--- src/rtl/core/lpfc_pkg.sv ---
// ----------------------------------------------------------------------------
// lpfc_pkg: shared types and constants of the frame checker
// Region and status codes, parser phases, configuration indexes, and
// Adler-32 constants.
// ----------------------------------------------------------------------------
package lpfc_pkg;

  localparam int unsigned CFG_W = 27;        // width of the length limits
  localparam int unsigned CNT_W = 27;        // byte counter inside a frame
  localparam int unsigned LEN_W = 32;        // length and name length fields
  localparam int unsigned SUM_W = 16;        // one Adler-32 half

  localparam logic [SUM_W-1:0] ADLER_MOD   = 16'd65521;
  localparam logic [LEN_W-1:0] MIN_LEN     = 32'd8;    // absolute floor on L
  localparam logic [LEN_W-1:0] MIN_NAMELEN = 32'd2;    // one char plus zero
  localparam logic [CFG_W-1:0] MIN_LEN_RST = 27'd10;
  localparam logic [CFG_W-1:0] MAX_LEN_RST = 27'd67108864;
  localparam logic [CNT_W-1:0] HDR_BYTES   = 27'd4;    // bytes per 32-bit field
  localparam logic [CNT_W-1:0] HDR_LAST    = 27'd3;    // last byte of a field
  localparam logic [CNT_W-1:0] NAME_OVH    = 27'd8;    // name length plus sum

  typedef enum logic [1:0] {
    PH_LENGTH,
    PH_BODY,
    PH_DISCARD
  } phase_e;

  typedef enum logic [2:0] {
    REG_LENGTH    = 3'd0,
    REG_NAMELEN   = 3'd1,
    REG_NAME_CHAR = 3'd2,
    REG_NAME_ZERO = 3'd3,
    REG_PAYLOAD   = 3'd4,
    REG_CHECKSUM  = 3'd5,
    REG_DISCARD   = 3'd6
  } region_e;

  typedef enum logic [1:0] {
    ST_OK       = 2'd0,
    ST_BAD_LEN  = 2'd1,
    ST_BAD_SUM  = 2'd2,
    ST_BAD_NAME = 2'd3
  } status_e;

  typedef enum logic [0:0] {
    CFG_MIN_LEN = 1'b0,
    CFG_MAX_LEN = 1'b1
  } cfg_idx_e;

  // one result beat
  typedef struct packed {
    logic [7:0] byte_value;
    region_e    region;
    logic       frame_end;
    status_e    status;
  } res_t;

  // Adler-32 running sums
  typedef struct packed {
    logic [SUM_W-1:0] high;
    logic [SUM_W-1:0] low;
  } adler_t;

endpackage

--- src/rtl/core/lpfc_adler.sv ---
// ----------------------------------------------------------------------------
// lpfc_adler: one-byte Adler-32 update
// Adds a byte to the low sum and the new low sum to the high sum, each
// reduced modulo 65521 by one conditional subtract.
// ----------------------------------------------------------------------------
module lpfc_adler (
  input  lpfc_pkg::adler_t sum_i,
  input  logic [7:0]       byte_i,
  output lpfc_pkg::adler_t sum_o
);
  import lpfc_pkg::*;

  logic [SUM_W:0] low_raw;
  logic [SUM_W:0] high_raw;
  logic [SUM_W:0] mod_ext;

  assign mod_ext = {1'b0, ADLER_MOD};

  // low sum first, both operands below the modulus; high sum takes the
  // updated low sum
  always_comb begin
    low_raw = {1'b0, sum_i.low} + {{(SUM_W-7){1'b0}}, byte_i};
    if (low_raw >= mod_ext) begin
      low_raw = low_raw - mod_ext;
    end
    sum_o.low = low_raw[SUM_W-1:0];

    high_raw = {1'b0, sum_i.high} + {1'b0, sum_o.low};
    if (high_raw >= mod_ext) begin
      high_raw = high_raw - mod_ext;
    end
    sum_o.high = high_raw[SUM_W-1:0];
  end

endmodule

--- src/rtl/core/lpfc_frame_fsm.sv ---
// ----------------------------------------------------------------------------
// lpfc_frame_fsm: frame parser state and byte classification
// Tracks the frame phase and position, checks the length fields, runs the
// checksum and forms the result of each byte it is stepped with.
// ----------------------------------------------------------------------------
module lpfc_frame_fsm (
  input  logic                          clk_i,
  input  logic                          rst_ni,
  input  logic                          step_i,
  input  logic [7:0]                    byte_i,
  input  logic [lpfc_pkg::CFG_W-1:0]    min_len_i,
  input  logic [lpfc_pkg::CFG_W-1:0]    max_len_i,
  output lpfc_pkg::res_t                res_o
);
  import lpfc_pkg::*;

  phase_e           phase_q, phase_d;
  logic [CNT_W-1:0] cnt_q, cnt_d;
  logic [LEN_W-1:0] len_q, len_d;
  logic [LEN_W-1:0] nl_q, nl_d;
  adler_t           sum_q, sum_d;
  adler_t           sum_upd;
  logic [LEN_W-1:0] rsum_q, rsum_d;
  logic             nl_bad_q, nl_bad_d;

  logic [CNT_W-1:0] len_lo;
  logic [CNT_W-1:0] sum_start;
  logic [CNT_W-1:0] nl_max;
  logic [CNT_W-1:0] name_pos;
  logic [CNT_W-1:0] name_last;
  logic [CNT_W-1:0] cnt_inc;

  lpfc_adler u_adler (
    .sum_i  (sum_q),
    .byte_i (byte_i),
    .sum_o  (sum_upd)
  );

  // frame geometry, valid once the length is accepted
  assign len_lo    = len_q[CNT_W-1:0];
  assign sum_start = len_lo - HDR_BYTES;
  assign nl_max    = len_lo - NAME_OVH;
  assign name_pos  = cnt_q - HDR_BYTES;
  assign name_last = nl_q[CNT_W-1:0] - 27'd1;
  assign cnt_inc   = cnt_q + 27'd1;

  // next state and result
  always_comb begin
    phase_d  = phase_q;
    cnt_d    = cnt_q;
    len_d    = len_q;
    nl_d     = nl_q;
    sum_d    = sum_q;
    rsum_d   = rsum_q;
    nl_bad_d = nl_bad_q;

    res_o.byte_value = byte_i;
    res_o.region     = REG_DISCARD;
    res_o.frame_end  = 1'b0;
    res_o.status     = ST_OK;

    unique case (phase_q)
      PH_LENGTH: begin
        res_o.region = REG_LENGTH;
        len_d        = {len_q[LEN_W-9:0], byte_i};
        cnt_d        = cnt_inc;
        if (cnt_q == HDR_LAST) begin
          cnt_d = '0;
          if (len_d[LEN_W-1] || len_d < MIN_LEN ||
              len_d < {{(LEN_W-CFG_W){1'b0}}, min_len_i} ||
              len_d > {{(LEN_W-CFG_W){1'b0}}, max_len_i}) begin
            res_o.frame_end = 1'b1;
            res_o.status    = ST_BAD_LEN;
            phase_d         = PH_DISCARD;
          end else begin
            phase_d = PH_BODY;
          end
        end
      end

      PH_BODY: begin
        cnt_d = cnt_inc;
        if (cnt_q < HDR_BYTES) begin
          // name length field, covered by the checksum
          res_o.region = REG_NAMELEN;
          sum_d        = sum_upd;
          nl_d         = {nl_q[LEN_W-9:0], byte_i};
          if (cnt_q == HDR_LAST) begin
            nl_bad_d = nl_d[LEN_W-1] || nl_d < MIN_NAMELEN ||
                       nl_d > {{(LEN_W-CNT_W){1'b0}}, nl_max};
          end
        end else if (cnt_q < sum_start) begin
          // name and payload
          sum_d = sum_upd;
          if (nl_bad_q) begin
            res_o.region = REG_PAYLOAD;
          end else if (name_pos < name_last) begin
            res_o.region = REG_NAME_CHAR;
          end else if (name_pos == name_last) begin
            res_o.region = REG_NAME_ZERO;
          end else begin
            res_o.region = REG_PAYLOAD;
          end
        end else begin
          res_o.region = REG_CHECKSUM;
          rsum_d       = {rsum_q[LEN_W-9:0], byte_i};
        end

        // last byte of the frame: report and rearm for the next one
        if (cnt_inc == len_lo) begin
          res_o.frame_end = 1'b1;
          if ({sum_q.high, sum_q.low} != rsum_d) begin
            res_o.status = ST_BAD_SUM;
          end else if (nl_bad_q) begin
            res_o.status = ST_BAD_NAME;
          end else begin
            res_o.status = ST_OK;
          end
          phase_d  = PH_LENGTH;
          cnt_d    = '0;
          len_d    = '0;
          nl_d     = '0;
          sum_d    = '{high: '0, low: 16'd1};
          rsum_d   = '0;
          nl_bad_d = 1'b0;
        end
      end

      PH_DISCARD: begin
        res_o.region = REG_DISCARD;
      end

      default: begin
        res_o.region = REG_DISCARD;
      end
    endcase
  end

  // state registers, stepped once per beat
  always_ff @(posedge clk_i or negedge rst_ni) begin
    if (!rst_ni) begin
      phase_q  <= PH_LENGTH;
      cnt_q    <= '0;
      len_q    <= '0;
      nl_q     <= '0;
      sum_q    <= '{high: '0, low: 16'd1};
      rsum_q   <= '0;
      nl_bad_q <= 1'b0;
    end else if (step_i) begin
      phase_q  <= phase_d;
      cnt_q    <= cnt_d;
      len_q    <= len_d;
      nl_q     <= nl_d;
      sum_q    <= sum_d;
      rsum_q   <= rsum_d;
      nl_bad_q <= nl_bad_d;
    end
  end

  // checks
  a_low_reduced: assert property (@(posedge clk_i) disable iff (!rst_ni)
    sum_q.low < ADLER_MOD) else $error("adler low sum not reduced");

  a_high_reduced: assert property (@(posedge clk_i) disable iff (!rst_ni)
    sum_q.high < ADLER_MOD) else $error("adler high sum not reduced");

  a_discard_sticky: assert property (@(posedge clk_i) disable iff (!rst_ni)
    phase_q == PH_DISCARD |=> phase_q == PH_DISCARD)
    else $error("left discard without reset");

  a_body_len_ok: assert property (@(posedge clk_i) disable iff (!rst_ni)
    phase_q == PH_BODY |-> (len_q >= MIN_LEN && len_q[LEN_W-1:CNT_W] == '0 &&
                            cnt_q < len_lo))
    else $error("body phase with bad length or position");

endmodule

--- config.mk ---
export PLATFORM = sky130hd
export DESIGN_NAME = lpfc_frame_fsm
export DESIGN_NICKNAME = d
export VERILOG_FILES = /design/src/rtl/core/lpfc_pkg.sv /design/src/rtl/core/lpfc_adler.sv /design/src/rtl/core/lpfc_frame_fsm.sv
export SDC_FILE = /design/constraint.sdc
export NUM_CORES = 1
export LEC_CHECK = 0
export ABC_AREA = 1
export BUFFER_PORTS_ARGS = -buffer_cell sky130_fd_sc_hd__buf_4
export CORE_MARGIN = 2
export CORE_UTILIZATION = 38
export DETAILED_ROUTE_END_ITERATION = 6
export GPL_ROUTABILITY_DRIVEN = 1
export PLACE_DENSITY = 0.66
export REMOVE_ABC_BUFFERS = 1
export SYNTH_ARGS = -nofsm -noshare
export SYNTH_HDL_FRONTEND = slang
export SYNTH_HIERARCHICAL = 1
export SYNTH_SLANG_ARGS = --single-unit
--- constraint.sdc ---
create_clock -name clk_i -period 4.3 [get_ports clk_i]
set_input_delay 0.215 -clock clk_i [delete_from_list [all_inputs] [get_ports clk_i]]
set_output_delay 0.215 -clock clk_i [all_outputs]
set_load 0.01 [all_outputs]
==> impl_metrics.tcl, run 1 <==
set metrics [dict create \
    grt_pass1_wl_um 95200 \
    peakVddDrop_mv 0.270 \
    ys_warn_count 6 \
    relSlewSlack 0.243 \
    setup.worst_path.start "sum_q[0]" \
    fin_crit_sh 1.11 \
    rsz0062_at_grt "yes" \
    grt_overflow_total 0 \
    pwr-share-seq 0.410 \
    synthArstFlopShare 1.00 \
    pin_count 79 \
    netlist.area_leader.share 0.222 \
    status "finished, violations left" \
    fin_tns_setup_ns -8.60 \
    cts_num_sinks 148 \
    grt_util_all_layers 0.270 \
    die-area_um2 45400 \
    maxSlewViolCount 0 \
    synthXorXnorAreaFrac 0.0666 \
    crit_path_max_incr_delay_ns 0.57 \
    swShare 0.282 \
    min_period_ns 4.79 \
    first_iter_violations 1369 \
    ant_nets 0 \
    maxCapViolCount 0 \
    min_path_type "input pin to flop" \
    avgSynthCellArea_um2 6.48 \
    wl_per_cell_um 16.9 \
    reg2reg_to "sum_q[30]" \
    power.switching_mw 1.00 \
    final-hold-violation-count 0 \
    diodes 0 \
    vias_per_cell 5.13 \
    synth-compound-area-share 0.107 \
    cts_buffer_depth 2 \
    gp_congestion 0.955 \
    worstPathMaxFanout 8 \
    p_int_mw 2.54 \
    area_growth_pct 34.5 \
    r2r-start "sum_q[0]" \
    io_buffers 78 \
    post-route-util 0.519 \
    tightest_slew_ns 1.13 \
    violations "setup timing" \
    crit_top_cell "inv_2" \
    yosys.cell_types.count 55 \
    start_util 0.386 \
    clock.fmax_mhz 209 \
    setup_ws_ns -0.493 \
    synthFlopType "dfrtp_1" \
    drt_first_pass_iters 5 \
    synth_top_family_by_area "simple AND/OR/NAND/NOR gates" \
    required_ns 4.63 \
    p_per_area_nw_per_um2 159 \
    synth_edf_count 0 \
    end_kind "flop" \
    grt_max_degree 83 \
    endpoint "sum_q[30]" \
    critical_path_class "flop to flop" \
    combPwrFrac 0.164 \
    synthesis.area_um2 16600 \
    rr_worst_depth 31 \
    p_total_mw 3.54 \
    hpwl_um 47800 \
    leakage_nw 12.2 \
    cts_made_buffers 17 \
    yosysSeqAreaShare 0.223 \
    root_buffer "clkbuf_16" \
    cp_data_arrival_time_ns 5.12 \
    drive_gt1_frac 0.280 \
    start_kind "flop" \
    setup_viol 20 \
    reg2reg_setup_slack_ns -0.49 \
    cts_tree "built" \
    rows 76 \
    fin_skew_ns 0.0139 \
    yosys.area_share.simple 0.364 \
    num_vias 18457 \
    coreArea_um2 43100 \
    wl_um 60700 \
    crit_slowest_cell "fa_2" \
    layout.nets 3246 \
    yosys.area.top_type "dfrtp_1" \
    dieWidth_um 213 \
    antenna_found_initial 0 \
    syn_inst 2563 \
    clock_latency_ns 0.46 \
    drc 0 \
    synth-adder-area-share 0.133 \
    synth_area_leaders "dfrtp_1 22%, nand2_1 18%, ha_1 13%, inv_1 7.8%, nand3_1 5.8%" \
    clockPowerShare 0.426 \
    yosys-mux-area-fraction 0 \
    grt_pass1_vias 18180 \
    die_height_um 213 \
    htree_num_levels 4 \
    clkTransAtPathRegs_ns 0.06 \
    synth_most_common_cell "nand2_1" \
    synth_common_cells "782 x nand2_1, 344 x inv_1, 214 x nor2_1, 191 x nand3_1, 173 x ha_1" \
    ys_seq_elements 148 \
]
[logic make-up after synthesis]
logic type | count (synthesis)
DFF | 148
AOI/OAI and AO/OA | 300
and+or+nand+nor | 1388
buffers and inverters | 433
adders and majority gates | 175
xor gates and xnor gates | 119
[stage by stage]
step                area [µm²]  instances  worst slack [ns]  hold WS, ns
CTS                      21800       3600            -0.497        0.234
finish                   22300       3601            -0.493        0.240
detailed placement       20200       3501            -0.770        0.339
global route             22300       3601            -0.804        0.252
floorplan                16200       2483            -0.816      -0.0806
global placement         20200       3501            -0.619        0.334
[critical path: cells and delay by family (launching register included)]
kind / cells / cell delay [ns]
adder cells (fa/ha/maj): 4 / 1.22
XOR/XNOR: 1 / 0.16
AO/OA/AOI/OAI: 3 / 0.37
AND/OR/NAND/NOR: 14 / 1.49
flip-flops: 1 / 0.55
buffers and inverters: 9 / 0.88
[registers in the layout, summed over array words and instances (netlist names)]
signal	flops
cnt_q	27
len_q	27
nl_bad_q	1
nl_q	27
phase_q	2
rsum_q	32
sum_q	32
[layout by cell type, fill, tap and decap left out, types with 18 or more instances in the layout]
cell type	n
nand3_1	165
a21oi_1	78
nor3_1	26
xnor2_1	18
o22ai_1	49
clkbuf_16	18
dfrtp_1	144
o21ai_1	28
nor2_1	165
nand2_1	714
ha_1	168
buf_4	473
nand4_1	53
xor2_1	91
buf_6	18
inv_1	331
nand3b_1	22
o21ai_0	75
inv_2	21
nand3_2	25
nor2_2	50
nand2_2	88
o21ai_2	30
[per-layer routing]
layer / GRT usage / vias up / routed length, µm
met2: 0.490 / 481 / 30400
met1: 0.324 / 8665 / 25600
met3: 0.0340 / 125 / 2510
met4: 0.104 / 0 / 2250
met5: 0 / - / 0
li1: - / 9186 / -
[worst min path at each step]
stage	from	endpoint	cells after the start
after floorplan	rst_ni	cnt_q[0]	0
after global routing	byte_i[3]	len_q[3]	4
after CTS	byte_i[3]	len_q[3]	4
final	byte_i[3]	len_q[3]	4
after global placement	rst_ni	len_q[23]	1
after detailed placement	rst_ni	len_q[22]	1
[power groups by stage]
stage | registers (mW) | clock network [mW] | logic [mW]
2_1_floorplan | 1.47 | 0 | 0.277
3_3_place_gp | 1.48 | 0 | 0.529
3_5_place_dp | 1.48 | 0 | 0.541
4_1_cts | 1.45 | 1.52 | 0.567
5_1_grt | 1.45 | 1.59 | 0.646
6_report | 1.45 | 1.51 | 0.581
[final cells by class]
| type | instances | area (µm²) |
|---|---|---|
| fillers | 4168 | 20700 |
| multi-input cells | 1983 | 12000 |
| repair buffers | 503 | 3980 |
| flip-flops and latches | 148 | 3710 |
| inverters | 353 | 1330 |
| well taps | 585 | 732 |
| clock buffers | 20 | 457 |
| clock inverters | 9 | 108 |
[timing repair]
action	in CTS	in global routing
hold endpoints to repair	80	0
setup buffers	66	15
pin swaps	90	105
gates resized for setup	163	126
gates cloned	4	1
hold buffers	1	0
endpoints found under the setup margin	21	39
Power figures use the tool's default switching activity.
==> run 2, diff against run 1 <==
BUFFER_PORTS_ARGS = -buffer_cell sky130_fd_sc_hd__clkbuf_2   (was -buffer_cell sky130_fd_sc_hd__buf_4)
MAX_ROUTING_LAYER = met4   (was not set)
==> run 2 against run 1 <==
Effect of this change:
- cell count fell by 0.11%
- the flow still finishes with violations (setup timing)
- design area fell by 0.51%
- combinational power fell by 0.7%
- worst setup slack got worse by 0.17 ns
- global-route usage rose by 1.1 points
- core utilization fell by 0.26 points
- hold slack got worse by 0.021 ns
==> impl_metrics.tcl, run 2 (synthesis gave the netlist of run 1 again) <==
set metrics [dict create \
    relSlewSlack 0.266 \
    grt_util_all_layers 0.282 \
    pre_cts_ws_ns -0.693 \
    clock.fmax_mhz 202 \
    peakVddDrop_mv 0.290 \
    mostFrequentLayoutCell "nand2_1" \
    pin_count 79 \
    post-route-util 0.516 \
    status "finished, violations left" \
    wl_um 60900 \
    violations "setup timing" \
    clockPowerShare 0.440 \
    cts_tree "built" \
    io_buffers 78 \
    p_int_mw 2.60 \
    start_util 0.386 \
    hpwl_um 47700 \
    gp_congestion 0.952 \
    whs_ns 0.219 \
    die-area_um2 45400 \
    coreArea_um2 43100 \
    power.switching_mw 1.02 \
    placed_area_um2 20000 \
    clkTransAtPathRegs_ns 0.07 \
    combPwrFrac 0.159 \
    pwr-share-seq 0.401 \
    critical_path_class "flop to output port" \
    worstPathMaxFanout 6 \
    area_growth_pct 33.8 \
    clock_latency_ns 0.45 \
    drt_first_pass_iters 6 \
    root_buffer "clkbuf_16" \
    final-hold-violation-count 0 \
    leakage_nw 12.2 \
    cts_buffer_depth 2 \
    cts_num_sinks 148 \
    diodes 0 \
    htree_num_levels 4 \
    cts_made_buffers 17 \
    grt_pass1_wl_um 96600 \
    maxSlewViolCount 0 \
    required_ns 4.09 \
    ant_nets 0 \
    first_iter_violations 1243 \
    crit_slowest_cell "dfrtp_1" \
    end_kind "output port" \
    p_total_mw 3.62 \
    rsz0062_at_grt "yes" \
    min_path_type "input pin to flop" \
    grt_overflow_total 0 \
    setup_ws_ns -0.659 \
    grt_pass1_vias 18311 \
    fin_tns_setup_ns -9.22 \
    grt_max_degree 75 \
    fin_area_um2 22200 \
    swShare 0.282 \
    die_height_um 213 \
    drive_gt1_frac 0.274 \
    drc 0 \
    vias_per_cell 5.10 \
    antenna_found_initial 0 \
    fin_skew_ns 0.0116 \
    rows 76 \
    min_period_ns 4.96 \
    fin_cells 3597 \
    layout.nets 3240 \
    crit_top_cell "buf_4" \
    wl_per_cell_um 16.9 \
    final_cell_mix "719 x nand2_1, 391 x buf_4, 331 x inv_1" \
    dieWidth_um 213 \
    reg.largest.list "rsum_q x32, sum_q x32" \
    crit_path_max_incr_delay_ns 0.35 \
    dp_cells 3493 \
    fin_crit_sh 1.15 \
    start_kind "flop" \
    num_vias 18360 \
    maxCapViolCount 0 \
    p_per_area_nw_per_um2 163 \
    tightest_slew_ns 1.10 \
    setup_viol 20 \
    cp_data_arrival_time_ns 4.74 \
]
==> run 2: cell types whose count changed in the layout (fill, tap and decap cells not counted), sizes merged <==
cell / delta
buf: -77
bufinv: +1
clkbuf: +70
clkinv: +2
clkinvlp: -2
inv: +2
==> run 2: power by group through the flow <==
stage                     combinational (mW)  clock (mW)  sequential (mW)
after floorplan                        0.277           0             1.47
after global placement                 0.514           0             1.48
after detailed placement               0.528           0             1.48
after CTS                              0.566        1.62             1.45
after global routing                   0.646        1.67             1.45
final                                  0.577        1.60             1.45
==> run 2: final cells by class <==
| class | instances | area, µm² |
|---|---|---|
| Clock buffer | 19 | 453 |
| Timing Repair Buffer | 497 | 3800 |
| Fill cell | 4212 | 20900 |
| Inverter | 353 | 1330 |
| Multi-Input combinational cell | 1983 | 12000 |
| Clock inverter | 12 | 154 |
| Tap cell | 585 | 732 |
| Sequential cell | 148 | 3710 |
==> run 2: timing repair <==
| action | CTS | global route |
|---|---|---|
| endpoints found under the setup margin | 21 | 39 |
| cloned | 5 | 0 |
| gates resized for setup | 147 | 137 |
| pin swaps | 84 | 100 |
| setup buffers | 71 | 13 |
| endpoints found under the hold margin | 71 | 0 |
| hold buffers | 1 | 0 |
==> run 2: path summary, 6_finish.rpt <==
kind                       startpoint         end  slack (ns)  cells after the start
hold reg to reg              nl_bad_q    nl_bad_q        0.53                      2
max in group asynchronous      rst_ni  rsum_q[21]        2.87                      3
setup reg to reg             sum_q[0]   sum_q[17]       -0.53                     30
min in group asynchronous      rst_ni   len_q[22]        0.38                      2
setup / recovery            len_q[12]    res_o[1]       -0.66                     39
hold / removal              byte_i[3]    len_q[3]        0.22                      4
==> run 2: worst max-delay path: cells and delay by family, from the launching register on <==
| kind | cells | cell delay (ns) |
|---|---|---|
| buf+inv | 16 | 1.86 |
| xor+xnor | 1 | 0.17 |
| flops | 1 | 0.35 |
| simple gates | 21 | 1.59 |
| fa+ha+maj | 1 | 0.27 |
==> run 2: layer usage <==
layer,track usage,vias to the layer above,part of all wire
met5,-,-,0
met4,0.101,0,0.036
met3,0.0277,111,0.042
met2,0.496,469,0.50
met1,0.334,8603,0.42
li1,-,9177,-
==> run 3, diff against run 2 <==
SKIP_CTS_REPAIR_TIMING = 1   (was not set)
==> run 3 against run 2 <==
Effect of this change:
- the run still ends with setup timing left
- largest cell class unchanged
- clock skew rose by 0.0011 ns
- via count is 1.6% lower
- hold slack hardly changed
- flip-flop and latch count stayed put
- maximum frequency decreased by 0.73%
- worst setup slack lost 0.036 ns
==> impl_metrics.tcl, run 3 (synthesis gave the netlist of run 1 again) <==
set metrics [dict create \
    drc 0 \
    wl_per_cell_um 16.9 \
    cts_num_sinks 148 \
    rsz0062_at_grt "yes" \
    io_buffers 78 \
    worstPathMaxFanout 11 \
    start_kind "flop" \
    pre_cts_ws_ns -0.693 \
    grt_pass1_vias 17615 \
    crit_top_cell "nand2_1" \
    root_buffer "clkbuf_16" \
    setup_viol 18 \
    layout.nets 3198 \
    clkTransAtPathRegs_ns 0.06 \
    fin_crit_sh 1.16 \
    tightest_slew_ns 1.08 \
    fin_skew_ns 0.0127 \
    end_kind "output port" \
    status "finished, violations left" \
    final-hold-violation-count 0 \
    crit_path_max_incr_delay_ns 0.37 \
    leakage_nw 12.0 \
    gp_congestion 0.952 \
    hpwl_um 47700 \
    maxCapViolCount 0 \
    relSlewSlack 0.276 \
    grt_overflow_total 0 \
    cp_data_arrival_time_ns 4.78 \
    min_path_type "input pin to flop" \
    cts_buffer_depth 2 \
    maxSlewViolCount 0 \
    coreArea_um2 43100 \
    min_period_ns 5.00 \
    violations "setup timing" \
    area_growth_pct 31.0 \
    placed_area_um2 20000 \
    die-area_um2 45400 \
    clock.fmax_mhz 200 \
    num_vias 18062 \
    cts_made_buffers 17 \
    post-route-util 0.505 \
    ant_nets 0 \
    dieWidth_um 213 \
    vias_per_cell 5.08 \
    first_iter_violations 1194 \
    drt_first_pass_iters 6 \
    drive_gt1_frac 0.258 \
    nFillCells 4295 \
    fin_tns_setup_ns -9.46 \
    reg.largest.list "rsum_q x32, sum_q x32" \
    start_util 0.386 \
    critical_path_class "flop to output port" \
    rows 76 \
    cts_tree "built" \
    grt_max_degree 75 \
    fin_area_um2 21800 \
    pin_count 79 \
    die_height_um 213 \
    p_per_area_nw_per_um2 166 \
    final_cell_mix "722 x nand2_1, 351 x buf_4, 333 x inv_1" \
    htree_num_levels 4 \
    grt_util_all_layers 0.271 \
    mostFrequentLayoutCell "nand2_1" \
    crit_slowest_cell "dfrtp_1" \
    clock_latency_ns 0.45 \
    required_ns 4.09 \
    grt_pass1_wl_um 92900 \
    wl_um 60100 \
    setup_ws_ns -0.696 \
    antenna_found_initial 1 \
    peakVddDrop_mv 0.288 \
]
-- run 3: per-stage QoR --
stage	std cells	power, mW	hold WS, ns
after CTS	3524	3.60	-0.169
after detailed placement	3493	2.00	0.308
after floorplan	2483	1.74	-0.0806
after global placement	3493	1.99	0.300
after global routing	3556	3.74	0.226
final	3556	3.60	0.219
-- run 3: critical path: cells and delay by family (launching register included) --
family | cells | cell delay, ns
AOI/OAI and AO/OA | 1 | 0.18
and+or+nand+nor | 24 | 2.30
DFF | 1 | 0.37
xor gates and xnor gates | 1 | 0.17
buffers and inverters | 9 | 1.01
adders and majority gates | 1 | 0.27
-- run 3: area by class of cell --
| cell class | instances | area, µm² | area share |
|---|---|---|---|
| multi-input combinational | 1983 | 11900 | 0.546 |
| antenna | 1 | 2.50 | 0.000115 |
| clock buffer | 19 | 453 | 0.0208 |
| tap | 585 | 732 | 0.0336 |
| sequential | 148 | 3710 | 0.170 |
| inverter | 353 | 1330 | 0.0610 |
| clock inverter | 12 | 154 | 0.00707 |
| timing repair buffer | 455 | 3500 | 0.161 |
-- run 3: worst paths after layout --
check                      cells past startpoint       from    endpoint  slack [ns]
setup / recovery                              36   len_q[7]    res_o[1]       -0.70
hold / removal                                 4  byte_i[3]    len_q[3]        0.22
setup reg to reg                              33   sum_q[0]   sum_q[18]       -0.52
hold reg to reg                                2   nl_bad_q    nl_bad_q        0.52
max in group asynchronous                      3     rst_ni  rsum_q[21]        2.89
min in group asynchronous                      2     rst_ni   len_q[22]        0.38
-- run 3: where the power goes --
group	switching [mW]	total (mW)	internal, mW
registers	0.0326	1.45	1.42
clock network	0.659	1.60	0.942
logic	0.325	0.550	0.225
total	1.02	3.60	2.59
-- run 3: metal layers --
layer | up-vias | share of wire | track usage
met4 | 0 | 0.035 | 0.0871
met5 | - | 0 | -
li1 | 9086 | - | -
met1 | 8466 | 0.42 | 0.326
met2 | 399 | 0.50 | 0.475
met3 | 111 | 0.040 | 0.0285
